[src/hdl/assert_macros.svh]
// Assertion macros shared by the RTL files.
// Each macro expands to one labelled concurrent assertion that reports through $error.
`ifndef ASSERT_MACROS_SVH
`define ASSERT_MACROS_SVH

// The expression must hold at every clock edge outside reset.
`define ASSERT_ALWAYS(label, clk, rst, expr, msg) \
  label: assert property (@(posedge clk) disable iff (rst) (expr)) else $error(msg);

// When the antecedent holds, the consequent must hold in the next cycle.
`define ASSERT_NEXT(label, clk, rst, ante, cons, msg) \
  label: assert property (@(posedge clk) disable iff (rst) (ante) |=> (cons)) else $error(msg);

`endif

[src/hdl/bllc_pkg.sv]
package bllc_pkg;

  localparam int CHAR_W       = 8;
  localparam int COUNT_W      = 21;
  localparam int CFG_DATA_W   = 11;
  localparam int CFG_INDEX_W  = 2;
  localparam int QUEUE_DEPTH  = 4;

  localparam int DEF_MAX_COLS = 1024;
  localparam int DEF_MAX_ROWS = 1024;

  localparam logic [CFG_INDEX_W-1:0] CFG_ROW_COUNT    = CFG_INDEX_W'(0);
  localparam logic [CFG_INDEX_W-1:0] CFG_COLUMN_COUNT = CFG_INDEX_W'(1);

  localparam logic [CHAR_W-1:0] CHAR_LAND  = 8'd35;
  localparam logic [CHAR_W-1:0] CHAR_WATER = 8'd46;

  // Class of one grid cell.
  typedef enum logic [1:0] {
    CLS_NONE  = 2'd0,
    CLS_LAND  = 2'd1,
    CLS_WATER = 2'd2
  } cls_t;

  // One line store entry: the class two rows up and the class one row up.
  typedef struct packed {
    cls_t prev2;
    cls_t prev;
  } line_entry_t;

  // Per-word information handed from the front end to the back end.
  typedef struct packed {
    cls_t cls;
    logic row_ge1;
    logic row_ge2;
    logic last_row;
    logic row_end;
    logic col_ge1;
    logic col_ge2;
  } cell_flags_t;

endpackage

[src/hdl/bllc_queue.sv]
`include "assert_macros.svh"

module bllc_queue #(
  parameter int WIDTH = 8,
  parameter int DEPTH = bllc_pkg::QUEUE_DEPTH
) (
  input  logic             clk,
  input  logic             rst,
  input  logic             push,
  input  logic [WIDTH-1:0] push_data,
  output logic             ready,
  output logic             valid,
  output logic [WIDTH-1:0] pop_data,
  input  logic             pop
);

  localparam int PW = (DEPTH > 1) ? $clog2(DEPTH) : 1;
  localparam int NW = $clog2(DEPTH + 1);

  logic [WIDTH-1:0] slots [DEPTH];
  logic [PW-1:0]    wr_ptr;
  logic [PW-1:0]    rd_ptr;
  logic [NW-1:0]    count;

  assign ready    = (count != NW'(DEPTH));
  assign valid    = (count != '0);
  assign pop_data = slots[rd_ptr];

  always_ff @(posedge clk) begin
    if (push) begin
      slots[wr_ptr] <= push_data;
    end
  end

  always_ff @(posedge clk) begin
    if (rst) begin
      wr_ptr <= '0;
      rd_ptr <= '0;
      count  <= '0;
    end else begin
      if (push) begin
        wr_ptr <= (wr_ptr == PW'(DEPTH - 1)) ? '0 : wr_ptr + PW'(1);
      end
      if (pop) begin
        rd_ptr <= (rd_ptr == PW'(DEPTH - 1)) ? '0 : rd_ptr + PW'(1);
      end
      if (push && !pop) begin
        count <= count + NW'(1);
      end else if (pop && !push) begin
        count <= count - NW'(1);
      end
    end
  end

  `ASSERT_ALWAYS(a_no_overflow, clk, rst, !push || ready, "push into a full queue")
  `ASSERT_ALWAYS(a_no_underflow, clk, rst, !pop || valid, "pop from an empty queue")

endmodule

[config.mk]
export PLATFORM = sky130hd
export DESIGN_NAME = bllc_queue
export DESIGN_NICKNAME = d
export VERILOG_FILES = /design/src/hdl/bllc_pkg.sv /design/src/hdl/bllc_queue.sv
export VERILOG_INCLUDE_DIRS = /design/src /design/src/hdl
export SDC_FILE = /design/constraint.sdc
export NUM_CORES = 1
export LEC_CHECK = 0
export BUFFER_PORTS_ARGS = -buffer_cell sky130_fd_sc_hd__buf_2
export CAP_MARGIN = 20
export CORE_UTILIZATION = 35
export DETAILED_ROUTE_END_ITERATION = 6
export MAX_ROUTING_LAYER = met4
export PLACE_DENSITY = 0.56
export SLEW_MARGIN = 20
export SYNTH_ARGS = -nofsm -noshare
export SYNTH_HDL_FRONTEND = slang
export SYNTH_SLANG_ARGS = --single-unit
[constraint.sdc]
create_clock -name clk -period 1.6 [get_ports clk]
set_input_delay 0.16 -clock clk [delete_from_list [all_inputs] [get_ports clk]]
set_output_delay 0.16 -clock clk [all_outputs]
set_load 0.02 [all_outputs]
# Word level (Yosys, flattened, before mapping)
# Memory sizes are Yosys's and may differ from the RTL's. A register that Yosys moved wholly into a read port is not among the register bits.
# Cells that the tools add are included.
# word_totals
ff_bits	7
latch_bits	0
mem_bits_rw	32
rom_bits	0
in_bits	12
elab_cells	25
mem_count	1
# classes
n_addsub	4
n_mul	0
n_div	0
n_lt_le_gt_ge	0
eq_ne	3
shifts	0
muxes	8
bitwise_logic	0
reduce_logical	6
# mem_list
memory	depth	word_bits	rd	rd_ports_with_merged_regs	write_ports	line_no	text
slots	4	8	1	1	1	bllc_queue.sv:20	logic [WIDTH-1:0] slots [DEPTH];
# op_table
cell	count
2-bit two-way mux	4
3-bit two-way mux	2
2-bit by 1-bit adder with 2-bit output (second input constant)	2
2-bit equality test (second input constant)	2
3-bit by 1-bit adder with 3-bit output (second input constant)	1
3-bit inequality test (second input constant)	1
3-bit nonzero test	1
3-bit by 1-bit subtractor with 3-bit output (second input constant)	1
1-bit logical AND	2
1-bit zero test	2
1-bit two-way mux	2
2-bit nonzero test	1

# Longest topological paths before layout
# Gate-level depths: netlist of run 1.
# depth
depth_word	4
depth_mapped	7
ltp_nobuf	7

# Least setup slack after synthesis of run 1
# No wires, ideal clock.
# synth_path
kind	in2reg
from	in pop
to	reg count[2]
setup_time_ns	0.070
t_arrival_ns	1.352
required_time_ns	1.530
slack_ns	0.178
stages	7
path_cell_list	inv_1 > ha_1 > inv_1 > fa_1 > xor2_1 > or3_1 > a21oi_1
# synth_between
elab_chain_cells	3
elab_cells_between_ends	5
# synth_rtl
element	line_no	text
start: declaration	bllc_queue.sv:14	input logic pop
1-bit zero test	bllc_queue.sv:47	if (push && !pop) begin
1-bit logical AND	bllc_queue.sv:47	
3-bit two-way mux or 2-bit nonzero test (tied branches)	--	
end signal: assignment	bllc_queue.sv:48	count <= count + NW'(1);
end signal: assignment	bllc_queue.sv:50	count <= count - NW'(1);
end: declaration	bllc_queue.sv:23	logic [NW-1:0] count;
# Parallel ways exist; a longest one is shown, timed or not.
# A chain may end at the register's enable or synchronous reset.

==> reports/qor.txt, run 1 <==
RUN
---------------------------------------------------------------------------------
Max-cap check violation count                                                   0

GLOBAL ROUTING
---------------------------------------------------------------------------------
Gr ovfl total                                                                   0
Number of antenna violations at the first check in global routing               0
Pin count of the biggest net entering global routing                           12
Global router's overall resource usage                                      11.6%
Number of global-route vias before repair                                     838
First-pass GRT wire length                                                3960 um

STA
---------------------------------------------------------------------------------
Number of failing hold endpoints at the final stage                             0
Worst setup margin                                                      0.0149 ns
Count of pins over their slew limit                                             0
Setup repair after global routing missed its margin                          true
Relative slew margins                                                       69.1%
Setup-failing EPs final                                                         0
Minimum clock period after layout                                         1.59 ns
Layout Skew                                                            0.00453 ns
Post-route clock period utilization                                         99.1%
Maximum operating frequency                                               631 MHz
Measured slew at the worst slew-check pin                                0.463 ns

YOSYS
---------------------------------------------------------------------------------
Post-synthesis instance area                                          0.00160 mm2
Post-synthesis instance total                                                  87
Distinct cell type count after synthesis                                       17
Flip-flop and latch count after synthesis                                      41
Sequential fraction of the synthesis area                                   71.4%
Avg Inst Size Synth                                                      18.4 um2
Number of warnings issued by yosys                                              0
Synthesized Nets                                                              106

POWER AND IR DROP
---------------------------------------------------------------------------------
Switching share of power                                                    23.3%
Design internal power                                                     1.68 mW
Static leakage power                                                     0.730 nW
Switching power                                                            508 uW
Power per standard cell area                                          1120 mW/mm2
Peak supply drop                                                         0.619 mV
Clock network fraction of total power                                       27.5%
Combinational cell fraction of total power                                  15.3%
Sequential share of power                                                   57.2%

CLOCK TREE
---------------------------------------------------------------------------------
Root Buffer                                                              clkbuf_8
CTS tree                                                                    built
Clock tree buffer depth                                                         2
Depth of the CTS H-tree                                                         2
Sink Count                                                                     41
CTS Buf Count                                                                   5
Clk Latency, worst-skew pair                                              0.28 ns
Clock slew at reported path FFs                                           0.07 ns

SETUP PATH
---------------------------------------------------------------------------------
Crit path cell chain                                                 buf_12 -> mux4_2 -> buf_6
Critical path depth in cells                                                    3
Required time of the critical path                                        1.44 ns
Crit Path Max Fanout                                                            8
Dominant delay contributor by cell family on the critical path       multiplexers
Crit start category                                                     flip-flop
Type of the worst setup path                                           reg -> out
Number of buffer and inverter instances along the worst setup path              2
Max incr delay on CP                                                      0.51 ns
Cell with the biggest individual delay on the critical path                mux4_2
Endpoint class of the critical path                                  primary output
Number of cell instances on the worst register-to-register path                 4
Signal arrival time at the worst endpoint                                 1.43 ns

LAYOUT
---------------------------------------------------------------------------------
Count of filler cells inserted in the layout                                  391
Final-stage net count                                                         139
Multi-input combinational cell area                                       427 um2
Highest-count cells in the layout ignoring fill and taps             edfxtp_1, buf_2
Inserted Diodes                                                                 0
Post-route insts no fill                                                      172
Most common cell after layout, fill and taps aside                       edfxtp_1
Fraction of layout instances using a drive strength above 1                 35.0%
Area taken by flip-flops and latches                                  0.00114 mm2
Growth of design area from synthesis to finish                              21.7%

PLACED DESIGN
---------------------------------------------------------------------------------
Detailed Place HPWL                                                       1730 um
Routability congestion estimate                                             0.750
Pre-CTS setup slack                                                    -0.0338 ns
Count of input and output buffers                                              21
Count of placed standard cells including taps                                 165

DETAILED ROUTING
---------------------------------------------------------------------------------
Drt pass-1 iters                                                                4
Met3 WL post-DR                                                            110 um
Number of routed nets with antenna violations                                   0
Uppermost layer routed                                                       met4
First DRT Iteration DRCs                                                       42
Routed wl met2                                                            1190 um
Number of remaining DRC errors                                                  0
Final Routed Wirelength                                                   2420 um
Post-route met1 wirelength                                                1080 um
Post-DR vias/cell                                                            4.73
Number of vias after detailed routing                                         813
Wirelength per Cell                                                       14.1 um

RUN STATUS
---------------------------------------------------------------------------------
Status                                                                  completed

WORST HOLD PATH
---------------------------------------------------------------------------------
Min-delay worst type                                                    in -> reg
Worst Hold Path Cells                                                           1

DIE
---------------------------------------------------------------------------------
Die Footprint                                                         0.00484 mm2
Core area                                                             0.00438 mm2
I/O pins                                                                       22
Die Height                                                                69.6 um
Chip width                                                                69.6 um
Site row count                                                                 24
Starting utilization of the core area                                       36.5%

==> through the flow <==
stage / hold WS [ns] / instance area [um2] / util [%] / power [mW] / setup TNS [ns]
2_1_floorplan: 0.229 / 1600 / - / 1.46 / 0
3_3_place_gp: 0.371 / 1820 / 41.5 / 1.57 / 0
3_5_place_dp: 0.377 / 1820 / 41.5 / 1.57 / -0.0338
4_1_cts: 0.0785 / 1920 / 43.8 / 2.20 / -0.0120
5_1_grt: 0.0753 / 1950 / 44.4 / 2.30 / -0.203
6_report: 0.0885 / 1950 / 44.4 / 2.18 / 0
==> power groups by stage <==
stage                     clock network (mW)  logic (mW)  registers (mW)
after detailed placement                   0       0.302            1.27
after global placement                     0       0.296            1.27
after global routing                   0.677       0.367            1.25
final                                  0.601       0.335            1.25
after CTS                              0.625       0.322            1.25
after floorplan                            0       0.200            1.26
==> what timing repair did <==
action,CTS,global route
endpoints found under the setup margin,8,8
setup buffers,0,0
resized for setup,9,8
hold buffers,0,0
==> cells by family (layout without fill, tap and decap cells) <==
logic type / after synthesis / in the layout / synth area share, %
AO/OA/AOI/OAI: 3 / 3 / 0.939
XOR/XNOR: 2 / 2 / 1.10
adder cells (fa/ha/maj): 7 / 7 / 5.95
buffers and inverters: 6 / 39 / 1.96
flip-flops: 41 / 41 / 71.4
multiplexers: 12 / 12 / 13.8
AND/OR/NAND/NOR: 16 / 16 / 4.93
==> metal layers <==
layer	GRT usage [%]	up-vias
met3	4.94	4
met1	12.7	400
met2	18.9	17
li1	-	392
met5	-	-
met4	4.08	0
==> final timing paths <==
path | slack, ns | endpoint | start
worst max-delay path | 0.01 | pop_data[7] | flip-flop
worst min-delay path | 0.09 | slots[3][2]$_DFFE_PP_ | push_data[2]
worst max register to register | 0.13 | count[2]$_SDFFE_PP0P_ | count[0]$_SDFFE_PP0P_
worst min register to register | 0.52 | count[2]$_SDFFE_PP0P_ | count[2]$_SDFFE_PP0P_
==> state kept, by name, summed over array words and instances (netlist names), named ones only <==
register / cells
slots: 32
rd_ptr: 2
count: 3
wr_ptr: 2
==> cell usage after synthesis <==
cell type / n / area, um2
edfxtp_1: 32 / 961
clkbuf_2: 1 / 5.00
or3_1: 2 / 12.5
mux2i_1: 4 / 40.0
nor2_1: 8 / 30.0
o21ai_0: 1 / 5.00
a21oi_1: 2 / 10.0
buf_6: 1 / 11.3
inv_1: 4 / 15.0
fa_1: 1 / 20.0
and2_1: 4 / 25.0
mux4_2: 8 / 180
xor2_1: 2 / 17.5
ha_1: 6 / 75.1
nand2_1: 1 / 3.75
nor3b_1: 1 / 7.51
dfxtp_1: 9 / 180
==> cell type report <==
class | count | area share [%]
tap | 52 | 3.34
clock inverter | 1 | 0.193
inverter | 4 | 0.772
sequential | 41 | 58.7
clock buffer | 6 | 3.73
timing repair buffer | 28 | 11.3
multi-input combinational | 40 | 21.9
No activity file was read; power rests on OpenSTA's default activity.
==> inputs of run 2 (changes only) <==
==> constraint.sdc (replaced) <==
create_clock -name clk -period 1.6 [get_ports clk]
set_input_delay 0 -clock clk [delete_from_list [all_inputs] [get_ports clk]]
set_output_delay 0 -clock clk [all_outputs]
set_load 0.02 [all_outputs]
==> run 2 against run 1 <==
Register-to-register slack better by 0.02 ns. Sequential share of layout area fell by 1.0 points. Combinational power shrank 9.0%. Via count grew 2.3%. Count of clock-buffer cells in the layout is 2 higher. Global-route usage up 0.73 points. Hold slack got worse by 0.034 ns. Power up 2.1%. Clock skew down 0.0019 ns. Die area unchanged. First-iteration DRC count is 14% lower.
==> reports/qor.txt, run 2 (synthesis gave the netlist of run 1 again) <==
LAYOUT
--------------------------------------------------------------------------------
Count of filler cells inserted in the layout                                 403
Fraction of layout instances using a drive strength above 1                32.6%
Growth of design area from synthesis to finish                             23.8%
Highest-count cells in the layout ignoring fill and taps            edfxtp_1, buf_2, dlygate4sd3_1
Most common cell after layout, fill and taps aside                      edfxtp_1
Final-stage net count                                                        147
Largest register FFs                                                          32
Inserted Diodes                                                                0
Post-route insts no fill                                                     181
Register bank with the most flops                                          slots
Largest registers ranked by flip-flop count                         slots x32, count x3

GLOBAL ROUTING
--------------------------------------------------------------------------------
Number of global-route vias before repair                                    869
Global router's overall resource usage                                     12.3%
First-pass GRT wire length                                               4160 um
Number of antenna violations at the first check in global routing              0
Gr ovfl total                                                                  0
Pin count of the biggest net entering global routing                          13

DIE
--------------------------------------------------------------------------------
Chip width                                                               69.6 um
Site row count                                                                24
Die Height                                                               69.6 um
Starting utilization of the core area                                      36.5%
Core area                                                            0.00438 mm2
I/O pins                                                                      22
Die Footprint                                                        0.00484 mm2

DETAILED ROUTING
--------------------------------------------------------------------------------
First DRT Iteration DRCs                                                      36
Post-DR vias/cell                                                           4.60
Final Routed Wirelength                                                  2590 um
Number of remaining DRC errors                                                 0
Wirelength per Cell                                                      14.3 um
Number of vias after detailed routing                                        832
Number of routed nets with antenna violations                                  0
Drt pass-1 iters                                                               4

SETUP PATH
--------------------------------------------------------------------------------
Crit start category                                                    flip-flop
Crit path cell chain                                                buf_4 -> mux4_2 -> buf_2
Crit Path Max Fanout                                                           4
Type of the worst setup path                                          reg -> out
Max incr delay on CP                                                     0.49 ns
Required time of the critical path                                       1.60 ns
Signal arrival time at the worst endpoint                                1.53 ns
Endpoint class of the critical path                                 primary output
Cell with the biggest individual delay on the critical path               mux4_2

CLOCK TREE
--------------------------------------------------------------------------------
CTS tree                                                                   built
Clock slew at reported path FFs                                          0.07 ns
# Post-CTS Setup Buffers                                                       0
Sink Count                                                                    41
Root Buffer                                                             clkbuf_8
Clock tree buffer depth                                                        2
Depth of the CTS H-tree                                                        2
CTS Buf Count                                                                  5
Clk Latency, worst-skew pair                                             0.28 ns

PLACED DESIGN
--------------------------------------------------------------------------------
Detailed Place HPWL                                                      1720 um
Routability congestion estimate                                            0.710
Pre-CTS setup slack                                                    0.0969 ns
Count of input and output buffers                                             21
Count of placed standard cells including taps                                164

RUN STATUS
--------------------------------------------------------------------------------
Status                                                                 completed

STA
--------------------------------------------------------------------------------
Measured slew at the worst slew-check pin                               0.418 ns
Layout Skew                                                           0.00265 ns
Count of pins over their slew limit                                            0
Post-route clock period utilization                                        95.8%
Sum Neg Setup Slack                                                         0 ns
Relative slew margins                                                      72.1%
Maximum operating frequency                                              653 MHz
Worst setup margin                                                     0.0675 ns
Number of failing hold endpoints at the final stage                            0
Setup repair after global routing missed its margin                        false
Setup-failing EPs final                                                        0
Minimum clock period after layout                                        1.53 ns

POWER AND IR DROP
--------------------------------------------------------------------------------
Power per standard cell area                                         1130 mW/mm2
Peak supply drop                                                        0.418 mV
Static leakage power                                                    0.749 nW

WORST HOLD PATH
--------------------------------------------------------------------------------
Min-delay worst type                                                   in -> reg

RUN
--------------------------------------------------------------------------------
Max-cap check violation count                                                  0

-- run 2: repair_timing --
item,4_1_cts,5_1_grt
hold buffers,9,0
endpoints found under the hold margin,41,0
setup endpoints to repair,5,0
gates resized for setup,1,0
-- run 2: worst paths after layout --
path                                       startpoint  slack (ns)                      to  cells past startpoint
worst max-delay path                        flip-flop        0.07             pop_data[4]                      3
worst min-delay path                             push        0.05  wr_ptr[0]$_SDFFE_PP0P_                      3
worst max register to register  count[0]$_SDFFE_PP0P_        0.15   count[2]$_SDFFE_PP0P_                      4
worst min register to register  count[2]$_SDFFE_PP0P_        0.52   count[2]$_SDFFE_PP0P_                      2
-- run 2: power breakdown --
group | internal, mW | leakage (nW) | switching, mW
Sequential | 1.21 | 0.369 | 0.0401
Clock | 0.351 | 0.0455 | 0.322
Combinational | 0.146 | 0.335 | 0.159
-- run 2: critical path, delay by kind of cell (launching register included) --
| kind | cells | cell delay [ns] |
|---|---|---|
| buf+inv | 2 | 0.35 |
| flops | 1 | 0.40 |
| mux | 1 | 0.49 |
-- run 2: routing by layer --
layer	vias up	GRT usage [%]	wire, um
met5	-	-	0
met4	0	4.76	48
met3	6	4.94	108
met2	18	20.5	1330
met1	403	13.1	1100
li1	405	-	-
-- run 2: through the flow --
step                util (%)  power (mW)  hold slack [ns]  cell area [um2]
finish                  45.1        2.23           0.0542             1980
global route            45.1        2.33           0.0879             1980
CTS                     45.1        2.26           0.0501             1980
detailed placement      41.0        1.57            0.216             1800
global placement        41.0        1.56            0.211             1800
floorplan                  -        1.46           0.0691             1600
-- run 2: area by class of cell --
class | instances | area (um2) | area share (%)
tap | 52 | 65.1 | 3.29
inverter | 4 | 15.0 | 0.759
timing repair buffer | 36 | 240 | 12.1
clock buffer | 8 | 90.1 | 4.55
sequential | 41 | 1140 | 57.7
multi-input combinational | 40 | 427 | 21.6
==> inputs of run 3 (changes only) <==
--- a/config.mk
+++ b/config.mk
@@ -10,6 +10,7 @@
 export CAP_MARGIN = 20
 export CORE_UTILIZATION = 35
 export DETAILED_ROUTE_END_ITERATION = 6
+export HOLD_SLACK_MARGIN = 0.1
 export MAX_ROUTING_LAYER = met4
 export PLACE_DENSITY = 0.56
 export SLEW_MARGIN = 20
==> run 3 against run 2 <==
Final area rose by 1.0%. Sequential power about the same. Clock power is essentially flat. Via count up 1.3%. Sequential share of layout area down 0.58 points. First-iteration DRC count did not move. Clock skew is the same. Largest cell class unchanged.
==> reports/qor.txt, run 3 (synthesis gave the netlist of run 1 again) <==
STA
--------------------------------------------------------------------------------
Post-route clock period utilization                                        95.8%
Number of failing hold endpoints at the final stage                            0
Setup-failing EPs final                                                        0
Minimum clock period after layout                                        1.53 ns
Count of pins over their slew limit                                            0
Setup repair after global routing missed its margin                        false
Measured slew at the worst slew-check pin                               0.418 ns
Layout Skew                                                           0.00265 ns
Sum Neg Setup Slack                                                         0 ns
Relative slew margins                                                      72.1%
Maximum operating frequency                                              653 MHz

DIE
--------------------------------------------------------------------------------
Site row count                                                                24
Die Height                                                               69.6 um
I/O pins                                                                      22
Chip width                                                               69.6 um
Die Footprint                                                        0.00484 mm2
Core area                                                            0.00438 mm2
Starting utilization of the core area                                      36.5%

SETUP PATH
--------------------------------------------------------------------------------
Crit Path Max Fanout                                                           4
Type of the worst setup path                                          reg -> out
Endpoint class of the critical path                                 primary output
Signal arrival time at the worst endpoint                                1.53 ns
Minimum setup slack among reg-to-reg paths                               0.15 ns
Required time of the critical path                                       1.60 ns
Crit start category                                                    flip-flop

RUN STATUS
--------------------------------------------------------------------------------
Status                                                                 completed

POWER AND IR DROP
--------------------------------------------------------------------------------
Static leakage power                                                    0.757 nW
Clock network fraction of total power                                      30.2%
Design internal power                                                    1.71 mW
Total power draw                                                         2.23 mW
Switching power                                                           521 uW
Sequential share of power                                                  56.0%
Combinational cell fraction of total power                                 13.8%
Switching share of power                                                   23.3%
Power per standard cell area                                         1120 mW/mm2
Peak supply drop                                                        0.418 mV

LAYOUT
--------------------------------------------------------------------------------
Fraction of layout instances using a drive strength above 1                32.1%
Final design utilization                                                   45.6%
Largest register FFs                                                          32
Count of filler cells inserted in the layout                                 404
Highest-count cells in the layout ignoring fill and taps            edfxtp_1, buf_2, dlygate4sd3_1
Register bank with the most flops                                          slots
Most common cell after layout, fill and taps aside                      edfxtp_1
Final std cell area, no fill                                         0.00200 mm2
Final-stage net count                                                        149
Growth of design area from synthesis to finish                             25.0%
Largest registers ranked by flip-flop count                         slots x32, count x3
Inserted Diodes                                                                0

PLACED DESIGN
--------------------------------------------------------------------------------
Count of input and output buffers                                             21
Detailed Place HPWL                                                      1720 um
Routability congestion estimate                                            0.710
Post-place instance area                                             0.00180 mm2

GLOBAL ROUTING
--------------------------------------------------------------------------------
Pin count of the biggest net entering global routing                          13
Gr ovfl total                                                                  0
Global router's overall resource usage                                     12.4%
First-pass GRT wire length                                               4200 um
Number of antenna violations at the first check in global routing              0
Number of global-route vias before repair                                    879

CLOCK TREE
--------------------------------------------------------------------------------
Root Buffer                                                             clkbuf_8
# Post-CTS Setup Buffers                                                       0
Sink Count                                                                    41
Clk Latency, worst-skew pair                                             0.28 ns
Clock slew at reported path FFs                                          0.07 ns
CTS Buf Count                                                                  5
Clock tree buffer depth                                                        2
CTS tree                                                                   built
Depth of the CTS H-tree                                                        2

DETAILED ROUTING
--------------------------------------------------------------------------------
Number of remaining DRC errors                                                 0
Final Routed Wirelength                                                  2600 um
Post-DR vias/cell                                                           4.61
First DRT Iteration DRCs                                                      36
Drt pass-1 iters                                                               4
Wirelength per Cell                                                      14.2 um
Number of vias after detailed routing                                        843
Number of routed nets with antenna violations                                  0

RUN
--------------------------------------------------------------------------------
Max-cap check violation count                                                  0

WORST HOLD PATH
--------------------------------------------------------------------------------
Min-delay worst type                                                   in -> reg

## run 3: power by group through the flow
stage	Combinational (mW)	Sequential (mW)	Clock, mW
global placement	0.285	1.27	0
global route	0.340	1.26	0.735
finish	0.309	1.25	0.673
CTS	0.314	1.25	0.699
detailed placement	0.291	1.28	0
floorplan	0.200	1.26	0
## run 3: what timing repair did
action / CTS / global route
resized for setup: 1 / 0
setup endpoints to repair: 5 / 0
hold endpoints to repair: 41 / 0
hold buffers: 11 / 0
## run 3: area by class of cell
class / instances / area [um2] / area share (%)
Clock buffer: 8 / 90.1 / 4.51
Inverter: 4 / 15.0 / 0.751
Multi-Input combinational cell: 40 / 427 / 21.3
Sequential cell: 41 / 1140 / 57.1
Tap cell: 52 / 65.1 / 3.25
Timing Repair Buffer: 38 / 260 / 13.0
## run 3: worst paths after layout
check | startpoint | to | cells after the start
max | flip-flop | pop_data[4] | 3
min | pop | flip-flop | 4
max reg2reg | count[0]$_SDFFE_PP0P_ | count[2]$_SDFFE_PP0P_ | 4
min reg2reg | count[2]$_SDFFE_PP0P_ | count[2]$_SDFFE_PP0P_ | 2
## run 3: layer usage
layer	vias to the layer above	wire length, um	global-route usage (%)
met3	6	108	4.94
met5	-	0	-
met4	0	48	4.76
met1	409	1100	13.2
li1	410	-	-
met2	18	1340	20.7
## run 3: through the flow
stage,std cells,hold WS (ns),setup slack [ns]
global placement,164,0.211,0.175
floorplan,87,0.0691,0.212
finish,183,0.113,0.0675
detailed placement,164,0.216,0.0969
global route,183,0.142,0.0101
CTS,183,0.110,0.0454
## run 3: worst max-delay path, stage by stage (launching register included)
cell	delay [ns]
dfxtp_2	0.40
buf_4	0.18
mux4_2	0.49
buf_2	0.17
